[config.mk]
export PLATFORM = sky130hd
export DESIGN_NAME = queue_from_two_stacks_flat
export DESIGN_NICKNAME = d
export VERILOG_FILES = /design/src/rtl/core/qts_pkg.sv /design/src/rtl/core/qts_ifs.sv /design/src/rtl/core/qts_ram.sv /design/src/rtl/core/queue_from_two_stacks.sv /design/src/flat_wrapper.sv
export SDC_FILE = /design/constraint.sdc
export NUM_CORES = 1
export LEC_CHECK = 0
export BUFFER_PORTS_ARGS = -buffer_cell sky130_fd_sc_hd__buf_2
export CORE_MARGIN = 2
export CORE_UTILIZATION = 30
export DETAILED_ROUTE_END_ITERATION = 10
export GPL_TIMING_DRIVEN = 1
export HOLD_SLACK_MARGIN = 0.15
export SYNTH_ARGS = -nofsm -noshare
export SYNTH_HDL_FRONTEND = slang
export SYNTH_SLANG_ARGS = --single-unit
[constraint.sdc]
create_clock -name clk -period 11.1 [get_ports clk]
set_clock_uncertainty 0.2 [all_clocks]
set_input_delay 1.11 -clock clk [delete_from_list [all_inputs] [get_ports clk]]
set_output_delay 1.11 -clock clk [all_outputs]
set_load 0.005 [all_outputs]
[src/rtl/core/qts_pkg.sv]
`timescale 1ns / 1ps
// ----------------------------------------------------------------------------
// qts_pkg
// Shared sizes, codes and types for the two-stack queue.
// ----------------------------------------------------------------------------
package qts_pkg;

	localparam int STACK_DEPTH = 16;
	localparam int CNT_W       = $clog2(STACK_DEPTH + 1);
	localparam int ADDR_W      = (STACK_DEPTH > 1) ? $clog2(STACK_DEPTH) : 1;
	localparam int DATA_W      = 32;

	localparam logic [CNT_W-1:0] DEPTH_CNT = CNT_W'(STACK_DEPTH);

	typedef enum logic {
		OP_ENQ = 1'b0,
		OP_DEQ = 1'b1
	} op_t;

	typedef enum logic [1:0] {
		ST_OK    = 2'd0,
		ST_FULL  = 2'd1,
		ST_EMPTY = 2'd2
	} status_t;

	typedef enum logic [2:0] {
		S_IDLE,
		S_POUR_RD,
		S_POUR_WR,
		S_FINISH,
		S_RESULT
	} state_t;

endpackage

[src/rtl/core/qts_ifs.sv]
`timescale 1ns / 1ps
// ----------------------------------------------------------------------------
// qts_ifs
// Valid/ready channels for request and response words of the queue.
// ----------------------------------------------------------------------------
interface qts_req_if
	import qts_pkg::*;
();
	logic                     valid;
	logic                     ready;
	logic                     operation;
	logic signed [DATA_W-1:0] data_in;

	modport source (output valid, output operation, output data_in, input ready);
	modport sink   (input valid, input operation, input data_in, output ready);
endinterface

interface qts_rsp_if
	import qts_pkg::*;
();
	logic                     valid;
	logic                     ready;
	logic signed [DATA_W-1:0] data_out;
	logic [1:0]               status;

	modport source (output valid, output data_out, output status, input ready);
	modport sink   (input valid, input data_out, input status, output ready);
endinterface

[src/rtl/core/qts_ram.sv]
`timescale 1ns / 1ps
// ----------------------------------------------------------------------------
// qts_ram
// Single-write, single-read memory with a registered read port.
// ----------------------------------------------------------------------------
module qts_ram #(
	parameter int AW = 4,
	parameter int DW = 32
) (
	input  logic          clk,
	input  logic          we,
	input  logic [AW-1:0] waddr,
	input  logic [DW-1:0] wdata,
	input  logic          re,
	input  logic [AW-1:0] raddr,
	output logic [DW-1:0] rdata
);

	logic [DW-1:0] mem [2**AW];

	always_ff @(posedge clk) begin
		if (we) begin
			mem[waddr] <= wdata;
		end
	end

	always_ff @(posedge clk) begin
		if (re) begin
			rdata <= mem[raddr];
		end
	end

endmodule

[src/rtl/core/queue_from_two_stacks.sv]
`timescale 1ns / 1ps
// ----------------------------------------------------------------------------
// queue_from_two_stacks
// First-in first-out queue built from an input stack and an output stack.
// ----------------------------------------------------------------------------
// A request word carries an operation (enqueue or dequeue) and the data to
// enqueue. Every request gives exactly one response word with the dequeued
// data and a status: ok, rejected because full, or dequeue on an empty queue.
// Requests are taken one at a time; ready is low while a request is in work.
// A request that needs no pour goes from acceptance through the finish and
// result states into the response register, and the next request can be
// taken once the block is back in idle. When a dequeue finds the output stack
// empty, or an enqueue finds the input stack full and the output stack empty,
// the input stack is poured into the output stack entry by entry (a read of
// the input stack memory, then a write into the output stack memory).
// Each entry is poured once.
// The response sits in an output register; the next request is accepted while
// it waits, and its result is held back until the receiver takes the old one.
// Reset empties both stacks at once; no clearing pass is needed since only
// entries below a stack's count are ever read.
// ----------------------------------------------------------------------------
module queue_from_two_stacks
	import qts_pkg::*;
(
	input logic      clk,
	input logic      arst_n,
	qts_req_if.sink  req,
	qts_rsp_if.source rsp
);

	state_t state_q, state_d;

	logic [CNT_W-1:0]  ic_q, ic_d;
	logic [CNT_W-1:0]  oc_q, oc_d;
	op_t               op_q;
	logic [DATA_W-1:0] data_q;
	status_t           res_status_q, res_status_d;
	logic              use_ram_q, use_ram_d;

	logic              rsp_valid_q;
	logic [DATA_W-1:0] rsp_data_q;
	status_t           rsp_status_q;

	logic              in_we, in_re, out_we, out_re;
	logic [ADDR_W-1:0] in_waddr, in_raddr, out_waddr, out_raddr;
	logic [DATA_W-1:0] in_rdata, out_rdata;
	logic [CNT_W-1:0]  ic_m1, oc_m1;
	logic              accept, load_rsp;

	assign ic_m1  = ic_q - CNT_W'(1);
	assign oc_m1  = oc_q - CNT_W'(1);
	assign accept = req.valid && req.ready;

	qts_ram #(.AW(ADDR_W), .DW(DATA_W)) u_in_stack (
		.clk   (clk),
		.we    (in_we),
		.waddr (in_waddr),
		.wdata (data_q),
		.re    (in_re),
		.raddr (in_raddr),
		.rdata (in_rdata)
	);

	qts_ram #(.AW(ADDR_W), .DW(DATA_W)) u_out_stack (
		.clk   (clk),
		.we    (out_we),
		.waddr (out_waddr),
		.wdata (in_rdata),
		.re    (out_re),
		.raddr (out_raddr),
		.rdata (out_rdata)
	);

	assign in_waddr  = ic_q[ADDR_W-1:0];
	assign in_raddr  = ic_m1[ADDR_W-1:0];
	assign out_waddr = oc_q[ADDR_W-1:0];
	assign out_raddr = oc_m1[ADDR_W-1:0];

	always_ff @(posedge clk or negedge arst_n) begin
		if (!arst_n) begin
			state_q      <= S_IDLE;
			ic_q         <= '0;
			oc_q         <= '0;
			res_status_q <= ST_OK;
			use_ram_q    <= 1'b0;
			rsp_valid_q  <= 1'b0;
		end else begin
			state_q      <= state_d;
			ic_q         <= ic_d;
			oc_q         <= oc_d;
			res_status_q <= res_status_d;
			use_ram_q    <= use_ram_d;
			if (load_rsp) begin
				rsp_valid_q <= 1'b1;
			end else if (rsp.ready) begin
				rsp_valid_q <= 1'b0;
			end
		end
	end

	always_ff @(posedge clk) begin
		if (accept) begin
			op_q   <= op_t'(req.operation);
			data_q <= req.data_in;
		end
		if (load_rsp) begin
			rsp_data_q   <= use_ram_q ? out_rdata : '0;
			rsp_status_q <= res_status_q;
		end
	end

	always_comb begin
		state_d      = state_q;
		ic_d         = ic_q;
		oc_d         = oc_q;
		res_status_d = res_status_q;
		use_ram_d    = use_ram_q;
		req.ready    = 1'b0;
		in_we        = 1'b0;
		in_re        = 1'b0;
		out_we       = 1'b0;
		out_re       = 1'b0;
		load_rsp     = 1'b0;
		unique case (state_q)
			S_IDLE: begin
				req.ready = 1'b1;
				if (req.valid) begin
					if (op_t'(req.operation) == OP_ENQ) begin
						state_d = (ic_q == DEPTH_CNT && oc_q == '0) ? S_POUR_RD : S_FINISH;
					end else begin
						state_d = (oc_q == '0 && ic_q != '0) ? S_POUR_RD : S_FINISH;
					end
				end
			end
			S_POUR_RD: begin
				in_re   = 1'b1;
				ic_d    = ic_m1;
				state_d = S_POUR_WR;
			end
			S_POUR_WR: begin
				out_we  = 1'b1;
				oc_d    = oc_q + CNT_W'(1);
				state_d = (ic_q != '0 && oc_d < DEPTH_CNT) ? S_POUR_RD : S_FINISH;
			end
			S_FINISH: begin
				use_ram_d = 1'b0;
				state_d   = S_RESULT;
				if (op_q == OP_ENQ) begin
					if (ic_q < DEPTH_CNT) begin
						in_we        = 1'b1;
						ic_d         = ic_q + CNT_W'(1);
						res_status_d = ST_OK;
					end else begin
						res_status_d = ST_FULL;
					end
				end else begin
					if (oc_q == '0) begin
						res_status_d = ST_EMPTY;
					end else begin
						out_re       = 1'b1;
						oc_d         = oc_m1;
						use_ram_d    = 1'b1;
						res_status_d = ST_OK;
					end
				end
			end
			S_RESULT: begin
				if (!rsp_valid_q || rsp.ready) begin
					load_rsp = 1'b1;
					state_d  = S_IDLE;
				end
			end
			default: begin
				state_d = S_IDLE;
			end
		endcase
	end

	assign rsp.valid    = rsp_valid_q;
	assign rsp.data_out = rsp_data_q;
	assign rsp.status   = rsp_status_q;

	a_counts_in_range: assert property (@(posedge clk) disable iff (!arst_n)
		ic_q <= DEPTH_CNT && oc_q <= DEPTH_CNT)
		else $error("stack count beyond depth");

	a_pour_moves_one: assert property (@(posedge clk) disable iff (!arst_n)
		state_q == S_POUR_WR |=> oc_q == $past(oc_q) + CNT_W'(1))
		else $error("pour write did not advance the output count");

	a_busy_after_accept: assert property (@(posedge clk) disable iff (!arst_n)
		accept |=> !req.ready)
		else $error("request taken while another is in work");

	a_rsp_from_result: assert property (@(posedge clk) disable iff (!arst_n)
		$rose(rsp_valid_q) |-> $past(state_q == S_RESULT))
		else $error("response raised outside the result state");

endmodule

[src/flat_wrapper.sv]
// flat-port wrapper written by rule: the top's interface ports become plain ports
module queue_from_two_stacks_flat import qts_pkg::*;
  (clk, arst_n, req_valid, req_operation, req_data_in, req_ready, rsp_valid, rsp_data_out, rsp_status, rsp_ready);
  qts_req_if req_i ();
  qts_rsp_if rsp_i ();
  input logic clk;
  input logic arst_n;
  input wire logic [$bits(req_i.valid)-1:0] req_valid;
  input wire logic [$bits(req_i.operation)-1:0] req_operation;
  input wire logic [$bits(req_i.data_in)-1:0] req_data_in;
  output wire logic [$bits(req_i.ready)-1:0] req_ready;
  output wire logic [$bits(rsp_i.valid)-1:0] rsp_valid;
  output wire logic [$bits(rsp_i.data_out)-1:0] rsp_data_out;
  output wire logic [$bits(rsp_i.status)-1:0] rsp_status;
  input wire logic [$bits(rsp_i.ready)-1:0] rsp_ready;
  assign req_i.valid = req_valid;
  assign req_i.operation = req_operation;
  assign req_i.data_in = req_data_in;
  assign req_ready = req_i.ready;
  assign rsp_valid = rsp_i.valid;
  assign rsp_data_out = rsp_i.data_out;
  assign rsp_status = rsp_i.status;
  assign rsp_i.ready = rsp_ready;
  queue_from_two_stacks u_core (.clk(clk), .arst_n(arst_n), .req(req_i), .rsp(rsp_i));
endmodule
==> run summary, run 1 <==
After detailed routing, the average wire length per cell comes to 24.0 um. Across all hold checks on the routed design, the worst slack comes to 0.194 ns. The logs give 9830 uW for the cell internal power dissipation and 0 for the aggregate global routing overflow.

Of the cells placed in the final design, the portion with a size suffix greater than 1 is 32.8%. The core region is 145000 um^2. The setup slack after placement came out at 6.20 ns. At the pin with the least slew margin, the transition time is 1.20 ns. The first detailed-routing pass took 5 iterations. The share of total power in the clock network was 27.1%. Clock tree synthesis selected as its root buffer the cell clkbuf_16. The boundary pin count was 73. The worst path needs 4.85 ns of the cycle, external delays included. After synthesis, the most frequently instantiated cells are edfxtp_1, mux4_2, clkbuf_1, and2_1, nor2_1. Clock tree synthesis found a total of 1172 sinks. Counting the fill cells in the layout gives 13085. Entering global routing, the biggest net connects 134 pins. For the net count reported at finish, the log shows 1942. The number of hold buffers added after CTS was 0. edfxtp_1 takes more of the synthesized area than any other cell. After layout, the design draws a total of 13800 uW.

Yosys printed 0 warnings. Counting along the longest clock path gives a buffer depth of 3. The synthesized instance count was 1740; the signal arrival time at the worst endpoint was 5.06 ns. The run gives 0 as the number of design rule violations left after detail routing.

Routability-driven placement finished with a final weighted congestion of 0.728. Number of vias per cell after detailed routing: 4.77. The tools report the part of the power in registers as 45.9%.

The number of post-CTS setup repair buffers is 0. After synthesis, the mean cell area works out to 25.2 um^2. For the worst-skew pair, the clock arrives at the later sink with an insertion delay of 0.69 ns. Async set-or-reset flop fraction in the synthesized netlist: 1.45%.

The count of flip-flops with a built-in enable after synthesis came out at 1155. The floorplan step set the die height to 386 um. The number of resized instances in the post-cts repair step was 0. The count of pins over their slew limit is 0, and the count of input and output buffers is 72.

The area added between synthesis and finish is 15.1%, and the required time reported for the critical path endpoint is 11.31 ns. The logs give 0 for the post-route antenna net violation count and 137000 um for the global-route wire length before repair. The netlist area before placement is 43800 um^2. The power density over cell area was 273 nW/um^2.

Counting flops and latches in the post-synthesis netlist gives 1172. The wire-length estimate of the detail-placed layout is 49800 um. The number of endpoints failing setup at the final stage was 0. The run finished with clean final reports. The routed design has 94000 um of wire. The run gives 0 as the hold violation total from the final report. Combinational logic burns 27.0% of the power. In this run, CTS created clock tree buffers numbering 115. TritonCTS built the clock tree. The tools report the initial antenna violation count as 5.

The floorplan step defined a die boundary enclosing 149000 um^2. The tools report the sort of element at the start of the critical path as a flip-flop. After synthesis, the cell types taking the most area are edfxtp_1, mux4_2, dfrtp_1. The share of the clock period used by the worst path works out to 43.7%.

Setup repair after global routing left no endpoint under its margin. Of the total power, the share spent switching nets is 28.7%. STA classifies the critical path endpoint as a flip-flop. The final core area utilization was 34.7%. The run gives 19574 as the via count of the first global-routing pass. In this run the worst hold path is classified as primary input to async pin. In this run the number of H-tree levels came out at 3.

The tools report the worst slew margin relative to its limit as 19.3%. The post-synthesis net count was 1785; the number of DRC markers in iteration 0 was 1760. The highest fanout seen on the critical path was 55.

The worst setup path is of the flip-flop to flip-flop kind. After synthesis, the largest area contributor takes up 79.2% of total cell area. By instance count, the leading cell after synthesis is edfxtp_1. For the portion of the post-synthesis area used by sequential elements, the log shows 80.2%. The run gives 36 as the number of library cell types mapped by synthesis. The run gives 0.000263 V as the peak supply drop. Max-cap violation count: 0. The worst-case setup margin in the final layout is 6.25 ns, and the width of the die is 386 um. For this design the total switching power over the nets is 3950 uW. Global routing consumed, over all layers together, 12.6% of the routing resources. Static timing analysis puts the maximum clock frequency at 206 MHz. After routing, the total negative slack on setup checks comes to 0 ns.

The initial utilization of the core area, before any placement, comes to 30.1%. After floorplanning, the core was divided into 140 placement rows. The analysis attributes to cell leakage a power of 0.0155 uW.

CTS clock-pin slew for the worst setup and hold paths: 0.06 ns. The most used flip-flop cell after synthesis is edfxtp_1. Across all layers, the routed design uses 18640 vias.
-- per-stage QoR --
| stage | cells | area (um^2) |
|---|---|---|
| 6_report | 3911 | 50400 |
| 5_1_grt | 3910 | 50400 |
| 4_1_cts | 3910 | 50400 |
| 3_5_place_dp | 3697 | 46700 |
| 3_3_place_gp | 3697 | 46700 |
| 2_1_floorplan | 1740 | 43800 |
-- power by group through the flow --
stage	Sequential (uW)	Combinational (uW)	Clock [uW]
floorplan	6110	2940	0
detailed placement	6420	3800	0
CTS	6330	3810	3830
global placement	6350	3740	0
global route	6400	3980	4000
finish	6320	3720	3740
-- layout by cell type (no fill, tap or decap), types with 15 or more instances in the layout --
cell type | Yosys | routed
clkinv_1 | 0 | 24
edfxtp_1 | 1155 | 1155
clkinv_2 | 0 | 22
clkbuf_16 | 0 | 117
and2_1 | 33 | 32
buf_2 | 24 | 72
buf_4 | 0 | 49
nand2_1 | 21 | 21
mux4_2 | 320 | 320
clkbuf_1 | 36 | 22
dfrtp_1 | 17 | 15
nor2_4 | 0 | 24
-- sequential cells by signal (all words and copies together), names as in the netlist, 3 cells and up --
register and flops:
u_core.u_in_stack.mem 512, u_core.oc_q 5, u_core.u_out_stack.mem 512, u_core.u_in_stack.rdata 32, u_core.data_q 32, u_core.state_q 3
u_core.rsp.data_out 32, u_core.ic_q 5, u_core.u_out_stack.rdata 32
-- worst max-delay path, stage by stage, from the launching register on --
cell,delay (ns)
dfrtp_4,1.07
inv_1,0.24
ha_4,0.57
buf_4,0.71
buf_4,0.75
mux4_2,0.43
mux4_2,0.47
-- cells by family (layout without fill, tap and decap cells) --
logic type / count (synthesis) / after routing / synth area share [%]
adder cells (fa/ha/maj): 8 / 8 / 0.229
XOR/XNOR: 13 / 13 / 0.260
multiplexers: 321 / 321 / 16.5
AO/OA/AOI/OAI: 19 / 19 / 0.280
other: 0 / 1 / 0
buffers and inverters: 87 / 340 / 1.12
AND/OR/NAND/NOR: 120 / 120 / 1.40
flip-flops: 1172 / 1172 / 80.2
-- routing by layer --
layer	global-route usage, %	vias up	wire length [um]
met5	0	-	27
met3	2.50	132	6260
met1	16.9	10082	39000
met4	2.85	4	1700
met2	21.3	643	47000
li1	-	7779	-
-- final timing paths --
path / from / endpoint / slack (ns) / depth (start not counted)
max: u_core.oc_q[0] / u_core.u_out_stack.rdata[12] / 6.25 / 6
min: arst_n / u_core.res_status_q[1] / 0.19 / 1
max reg2reg: u_core.oc_q[0] / u_core.u_out_stack.rdata[12] / 6.25 / 6
min reg2reg: u_core.u_out_stack.rdata[2] / u_core.rsp.data_out[2] / 0.32 / 1
max in group asynchronous: arst_n / u_core.ic_q[0] / 10.09 / 1
min in group clk: u_core.u_out_stack.rdata[2] / u_core.rsp.data_out[2] / 0.32 / 1
-- area by class of cell --
type	count	area (um^2)	area share [%]
clock inverters	67	544	1.08
repair buffers	122	748	1.48
well taps	1917	2400	4.76
diodes	1	2.50	0.00497
multi-input cells	481	8460	16.8
flip-flops and latches	1172	35100	69.7
inverters	5	18.8	0.0372
clock buffers	146	3110	6.16
(Power assumes the default switching activity.)
==> run 2: changes to the inputs <==
--- a/config.mk
+++ b/config.mk
@@ -5,6 +5,7 @@
 export SDC_FILE = /design/constraint.sdc
 export NUM_CORES = 1
 export LEC_CHECK = 0
+export ABC_AREA = 1
 export BUFFER_PORTS_ARGS = -buffer_cell sky130_fd_sc_hd__buf_2
 export CORE_MARGIN = 2
 export CORE_UTILIZATION = 30
==> constraint.sdc (replaced) <==
create_clock -name clk -period 5.1 [get_ports clk]
set_clock_uncertainty 0.2 [all_clocks]
set_input_delay 0.51 -clock clk [delete_from_list [all_inputs] [get_ports clk]]
set_output_delay 0.51 -clock clk [all_outputs]
set_load 0.005 [all_outputs]
==> run summary, run 2 <==
Among all cell types in the netlist, the one instantiated most often is edfxtp_1. The share of total power in the clock network is 24.5%, and the routed via count is 27607. The yosys synthesis warning count is 0, and the number of library cell types mapped by synthesis is 27. The slew at the pin closest to its max-slew limit works out to 1.21 ns. Leaving out fill and tap cells, the most frequent cells in the layout are edfxtp_1, nor2_1, o21ai_0.

The first global-routing pass estimated 171000 um of wire. The CTS clock-pin slew for the worst setup and hold paths came out at 0.06 ns. The run gives 115000 um as the total wirelength of the detailed-routed design. TritonCTS built the clock tree. From bottom edge to top edge, the die measures 395 um. The logs give 20700 uW for the cell internal power dissipation and 73 for the boundary pin count.

Hold is met by 0.215 ns. The all-layer global routing usage was 14.4%. The number of hold buffers added after CTS was 36.

The flow ran to the end, and the final reports show no timing, DRC or antenna violations. The floorplan step defined a core boundary enclosing 152000 um^2. Buffers placed on the I/O ports in this run total 72. The number of buffer and inverter instances along the worst setup path was 3. The switching power summed over all nets is 12900 uW, and the row count is 143.

The die covers 156000 um^2. The switching share of power was 38.5%. Traced cell by cell, the critical path runs through inv_6, buf_4, buf_4, nor2_1, nor2_1, o21ai_0, nand3_1, nand3_1, nand2_1.

For the finished layout, the period the worst path requires is 3.61 ns. The run gives 6 as the total iterations of the first detailed-routing run. The class of the tightest hold or removal check was primary input to async pin. For the aggregate global routing overflow, the log shows 0. STA classifies the critical path startpoint as a flip-flop. The final weighted congestion of routability-driven global placement was 0.762; the signal arrival time at the worst endpoint was 3.97 ns.

The share of the synthesized area in the top cell type is 75.8%, and the count of pins over their slew limit is 0. Per report_power, the combinational group accounts for 34.7% of the total. For this design the static power due to leakage is 0.0171 uW. The initial antenna violation count came out at 1.

The slowest cell on the critical path was buf_4. The net count reported at finish came out at 3619. Detailed placement ended at an HPWL of 57400 um. The via count of the first global-routing pass is 26224, and the wire length per cell is 20.2 um.

In this run, flip-flops and latches consume 40.8% of the power. After synthesis, the mean cell area works out to 13.1 um^2. Adding up every negative setup slack in the final design gives 0 ns. Yosys attributes the largest share of cell area to edfxtp_1, nor2_1, o21ai_0. In this run the horizontal extent of the chip is 395 um. The number of antenna diodes in the final layout is 0. The area added between synthesis and finish is 14.6%, and the async set-or-reset flop fraction in the synthesized netlist is 1.45%.

VDD sags by at most 0.000741 V. The number of nets handed over by synthesis was 3541. The number of resized instances in the post-cts repair step was 0. The run gives 3496 as the synthesized instance count. Power spread over the standard cell area amounts to 640 nW/um^2. The netlist area before placement is 45800 um^2, and the share of the clock period used by the worst path is 70.8%. The largest single stage delay on the critical path is 0.93 ns. The required time reported for the critical path endpoint was 5.46 ns; the max-cap violation count was 0. The commonest non-fill, non-tap cell in the layout was edfxtp_1. The tools report the cell at the root of the clock tree as clkbuf_16.

The family with the most delay on the worst path is buffers and inverters. After detailed routing, the number of vias per cell comes to 4.84. The commonest cells after synthesis are edfxtp_1, nor2_1, o21ai_0, nand3_1, nand2_1. The highest fanout seen on the critical path was 114; the total of flip-flops plus latches after synthesis was 1172. Worst-case register-to-register setup slack: 1.49 ns. Post-CTS timing repair inserted 0 buffers for setup.

CTS saw 1172 sinks. The most used flip-flop cell after synthesis was edfxtp_1. The later pin in the worst-skew pair is clocked with a latency of 0.69 ns.

The number of design rule violations left after detail routing was 0. The largest registers in the layout are u_core.u_in_stack.mem x512, u_core.u_out_stack.mem x512. The critical path in this run is classified as flip-flop to flip-flop. The largest total area in the synthesized netlist belongs to edfxtp_1. The portion of the post-synthesis area used by sequential elements was 76.7%; the hold violation total from the final report was 0. The synthesized design contains 1155 enable-type register cells. The depth of the CTS H-tree is 3.

Static timing analysis puts the maximum clock frequency at 277 MHz. Largest net degree at the start of global routing: 237. The post-route antenna net violation count was 0; the maximum buffer depth of the clock tree was 3. The number of DRC markers in iteration 0 came out at 3031. The worst setup path is captured at a flip-flop. The initial utilization of the core area, before any placement, comes to 30.2%. Setup repair after global routing left no endpoint under its margin. The tools report the number of endpoints failing setup at the final stage as 0. Clock tree synthesis inserted a total of 115 buffers. Cells with a size suffix above 1 make up 9.35% of the layout. The tools report the worst slew margin relative to its limit as 19.2%.
-- run 2: metal layers --
metal / share of wire [%] / wire, um / GRT usage, %
met1: 45 / 51800 / 20.7
met3: 7.1 / 8200 / 2.39
met2: 46 / 52500 / 22.4
met4: 2.4 / 2720 / 3.83
met5: 0.014 / 16 / 0
-- run 2: per-stage QoR --
stage	total power [uW]	setup WS (ns)	util (%)	area, um^2	cells
global placement	25400	1.59	32.0	48500	5451
finish	33600	1.49	34.6	52500	5699
detailed placement	25500	1.57	32.0	48500	5451
global route	35600	1.24	34.6	52500	5699
floorplan	21600	0.825	-	45800	3496
CTS	33800	1.55	34.6	52500	5699
-- run 2: cell families after synthesis --
group | Yosys count | synth area share [%]
AND/OR/NAND/NOR | 1369 | 12.1
flip-flops | 1172 | 76.7
AO/OA/AOI/OAI | 654 | 7.85
adder cells (fa/ha/maj) | 8 | 0.219
buffers and inverters | 286 | 2.93
XOR/XNOR | 7 | 0.249
-- run 2: final cells by class --
class / instances / area [um^2]
clock buffers: 151 / 3060
clock inverters: 61 / 539
fillers: 14757 / 99200
inverters: 70 / 280
multi-input cells: 2038 / 9600
flip-flops and latches: 1172 / 35100
well taps: 2030 / 2540
repair buffers: 177 / 1350
-- run 2: worst paths after layout --
check	start	endpoint	depth (start not counted)
min in group clk	u_core.res_status_q[1]	u_core.rsp.status[1]	0
setup reg to reg	u_core.oc_q[0]	u_core.u_out_stack.rdata[1]	9
max in group asynchronous	arst_n	u_core.oc_q[0]	2
hold / removal	arst_n	u_core.ic_q[2]	2
hold reg to reg	u_core.res_status_q[1]	u_core.rsp.status[1]	0
setup / recovery	u_core.oc_q[0]	u_core.u_out_stack.rdata[1]	9
-- run 2: worst reg2reg max path: cells and delay by family, from the launching register on --
kind	cells	cell delay [ns]
flip-flops	1	0.49
buffers and inverters	3	2.17
AND/OR/NAND/NOR	5	0.52
AO/OA/AOI/OAI	1	0.10
-- run 2: power groups by stage --
| stage | sequential, uW | combinational, uW | clock, uW |
|---|---|---|---|
| after floorplan | 13200 | 8400 | 0 |
| after global placement | 13800 | 11600 | 0 |
| after detailed placement | 13900 | 11700 | 0 |
| after CTS | 13700 | 11700 | 8350 |
| after global routing | 13800 | 13100 | 8720 |
| final | 13700 | 11700 | 8210 |
==> run 3: changes to the inputs <==
==> constraint.sdc (replaced) <==
create_clock -name clk -period 3.7 [get_ports clk]
set_clock_uncertainty 0.2 [all_clocks]
set_input_delay 0.37 -clock clk [delete_from_list [all_inputs] [get_ports clk]]
set_output_delay 0.37 -clock clk [all_outputs]
set_load 0.005 [all_outputs]
==> run summary, run 3 (synthesis results as in run 2) <==
The flow ran to the end, and the final reports show no timing, DRC or antenna violations. The clock network burns 25.4% of the power. The count of input and output buffers is 72. The worst-case setup margin in the final layout was 0.673 ns; the hold violation total from the final report was 0. For the met3 global-route usage, the log shows 2.52%.

Max-cap violations in this run came to 0. For this design the static power due to leakage is 0.0175 uW. The worst hold path passes through 2 cells. The initialized floorplan defines 143 standard-cell rows. The via count of the first global-routing pass is 26359, and the number of clock sinks is 1172. The family with the most delay on the worst path was buffers and inverters. In this run, the number of DRC markers left after iteration 0 of detailed routing was 3424. Setup violations remaining at the end of the flow were counted as 0.

In the final routed layout, each cell accounts on average for 20.0 um. For this design the top-level I/O count stands at 73. The worst hold path begins at req_data_in[12]. For this run the aggregate overflow at the end of global routing stands at 0. The tools report the all-layer global routing usage as 14.3%. The run gives 330 MHz as the maximum frequency from static timing analysis.

The worst setup path is of the flip-flop to flip-flop kind. The total wirelength of the detailed-routed design was 114000 um; the switching share of power was 37.9%. In this run the clock root is driven by a clkbuf_16. Of all nets on the critical path, the largest fanout is 57. The overall die area was 156000 um^2. The slowest cell on the critical path was dfrtp_4.

At the worst endpoint, the arrival time is 3.38 ns. The kind of end point of the critical path is a flip-flop. The number of buffer and inverter instances along the worst setup path was 2. The tools report the launching instance or port of the critical path as u_core.ic_q[0]. Setup repair after global routing left no endpoint under its margin. The run gives 152000 um^2 as the core footprint. At the later pin of the worst-skew pair, clock insertion delay measures 0.70 ns.

Measured in cells, the most critical reg-to-reg path has a length of 8. The routed via count is 27242, and the worst slew margin relative to its limit is 29.3%. For this run, the slowest stage of the critical path takes 0.73 ns. In the final layout, the multi-input gates occupy 9610 um^2. VDD sags by at most 0.000762 V. After layout, the worst path uses 81.8% of the clock period. In the final layout, flip-flops and latches occupy 35100 um^2. The initial antenna violation count is 2, and the final weighted congestion of routability-driven global placement is 0.784. The top cell types in the final layout, fill and taps aside, are edfxtp_1, nor2_1, o21ai_0.

Global routing used 19.8% of the available met1 tracks. Summed over all nets, the switching power comes to 17900 uW. Required time reported for the critical path endpoint: 4.05 ns. The tightest hold path in the finished design has a slack of 0.189 ns. The slew at the pin closest to its max-slew limit is 1.06 ns, and the share of post-route cells with drive strength above 1 is 10.2%.

The run gives 30.2% as the initial standard-cell utilization of the core. The total iterations of the first detailed-routing run is 5, and the width of the die is 395 um. Setup total negative slack on the finished layout was measured at 0 ns.

In the routed layout, each cell is associated on average with a via count of 4.76. The standard cell area after detailed placement was 48800 um^2; the die outline height was 395 um. TritonCTS created 114 clock buffers. After routing the design area is 53100 um^2. Detailed placement finished with a half-perimeter wire length of 58600 um.

Overall power consumption after layout is estimated at 47200 uW. Counting I/O delays and the setup requirement, the final critical path takes 3.03 ns. The count of nets left with antenna violations once routing finished came out at 0. The tools report the maximum buffer depth of the clock tree as 3. The library cell used most frequently in the layout, excluding fill and tap cells, is edfxtp_1. The number of cells on the critical path was 8; the cell internal power dissipation was 29300 uW. The class of the tightest hold or removal check is primary input to flip-flop. The global routing stage identified its most utilized layer as met2. For this design the ratio of total power to cell area is 889 nW/um^2. TritonCTS built the clock tree.

The setup slack after placement is 0.716 ns, and the net count reported at finish is 3637. The signal on the critical path passes through buf_4, buf_4, nor2_1, nor2_1, o21ai_0, o211ai_1, nand3_1, nand2_1. Combinational logic is responsible for 34.4% of the overall power.

The run gives 40.2% as the part of the power in registers. The largest registers in the layout are u_core.u_in_stack.mem x512, u_core.u_out_stack.mem x512. Global routing used 23.1% of the available met2 tracks. The CTS clock-pin slew for the worst setup and hold paths came out at 0.07 ns. STA classifies the critical path startpoint as a flip-flop. From synthesis to final layout, the design area changed by 16.0%. The count of pins over their slew limit was 0; the global-route wire length before repair was 170000 um. Entering global routing, the biggest net connects 204 pins. For this run, design rule violations remaining after detail routing come to 0. For the number of resized instances in the post-cts repair step, the log shows 0.

In this run the critical register-to-register path is launched from u_core.ic_q[0]. The depth of the CTS H-tree is 3, and the number of fill cells in the layout is 14670.
==> run 3: path summary, 6_finish.rpt <==
kind                            slack, ns                           to
worst max-delay path                 0.67  u_core.u_in_stack.rdata[31]
worst min-delay path                 0.19            u_core.data_q[12]
worst max register to register       0.67  u_core.u_in_stack.rdata[31]
worst min register to register       0.25         u_core.rsp.status[0]
max in group asynchronous            1.79               u_core.oc_q[0]
min in group asynchronous            0.84               u_core.ic_q[0]
==> run 3: metrics by stage <==
step,std cells,util [%]
floorplan,3496,-
global placement,5464,32.2
detailed placement,5464,32.2
CTS,5722,35.0
global route,5722,35.0
finish,5723,35.0
==> run 3: what timing repair did <==
action	CTS	global route
setup buffers	0	0
hold buffers	42	0
endpoints found under the hold margin	71	0
==> run 3: routing by layer <==
| metal | part of all wire, % | routed length, um |
|---|---|---|
| met4 | 2.1 | 2380 |
| met3 | 6.8 | 7730 |
| met2 | 47 | 53900 |
| met1 | 44 | 50300 |
| met5 | 0 | 0 |
==> run 3: final cells by class <==
| cell class | count | area share [%] |
|---|---|---|
| sequential | 1172 | 66.1 |
| clock inverter | 72 | 1.51 |
| multi-input combinational | 2038 | 18.1 |
| inverter | 70 | 0.532 |
| antenna | 1 | 0.00471 |
| timing repair buffer | 196 | 3.19 |
| tap | 2030 | 4.78 |
| clock buffer | 144 | 5.76 |
==> run 3: power by group through the flow <==
stage,Sequential (uW),Clock [uW],Combinational (uW)
final,19000,12000,16200
after global routing,19100,12700,18200
after CTS,19000,12200,16400
after detailed placement,19200,0,16300
after global placement,19200,0,16100
after floorplan,18200,0,11600
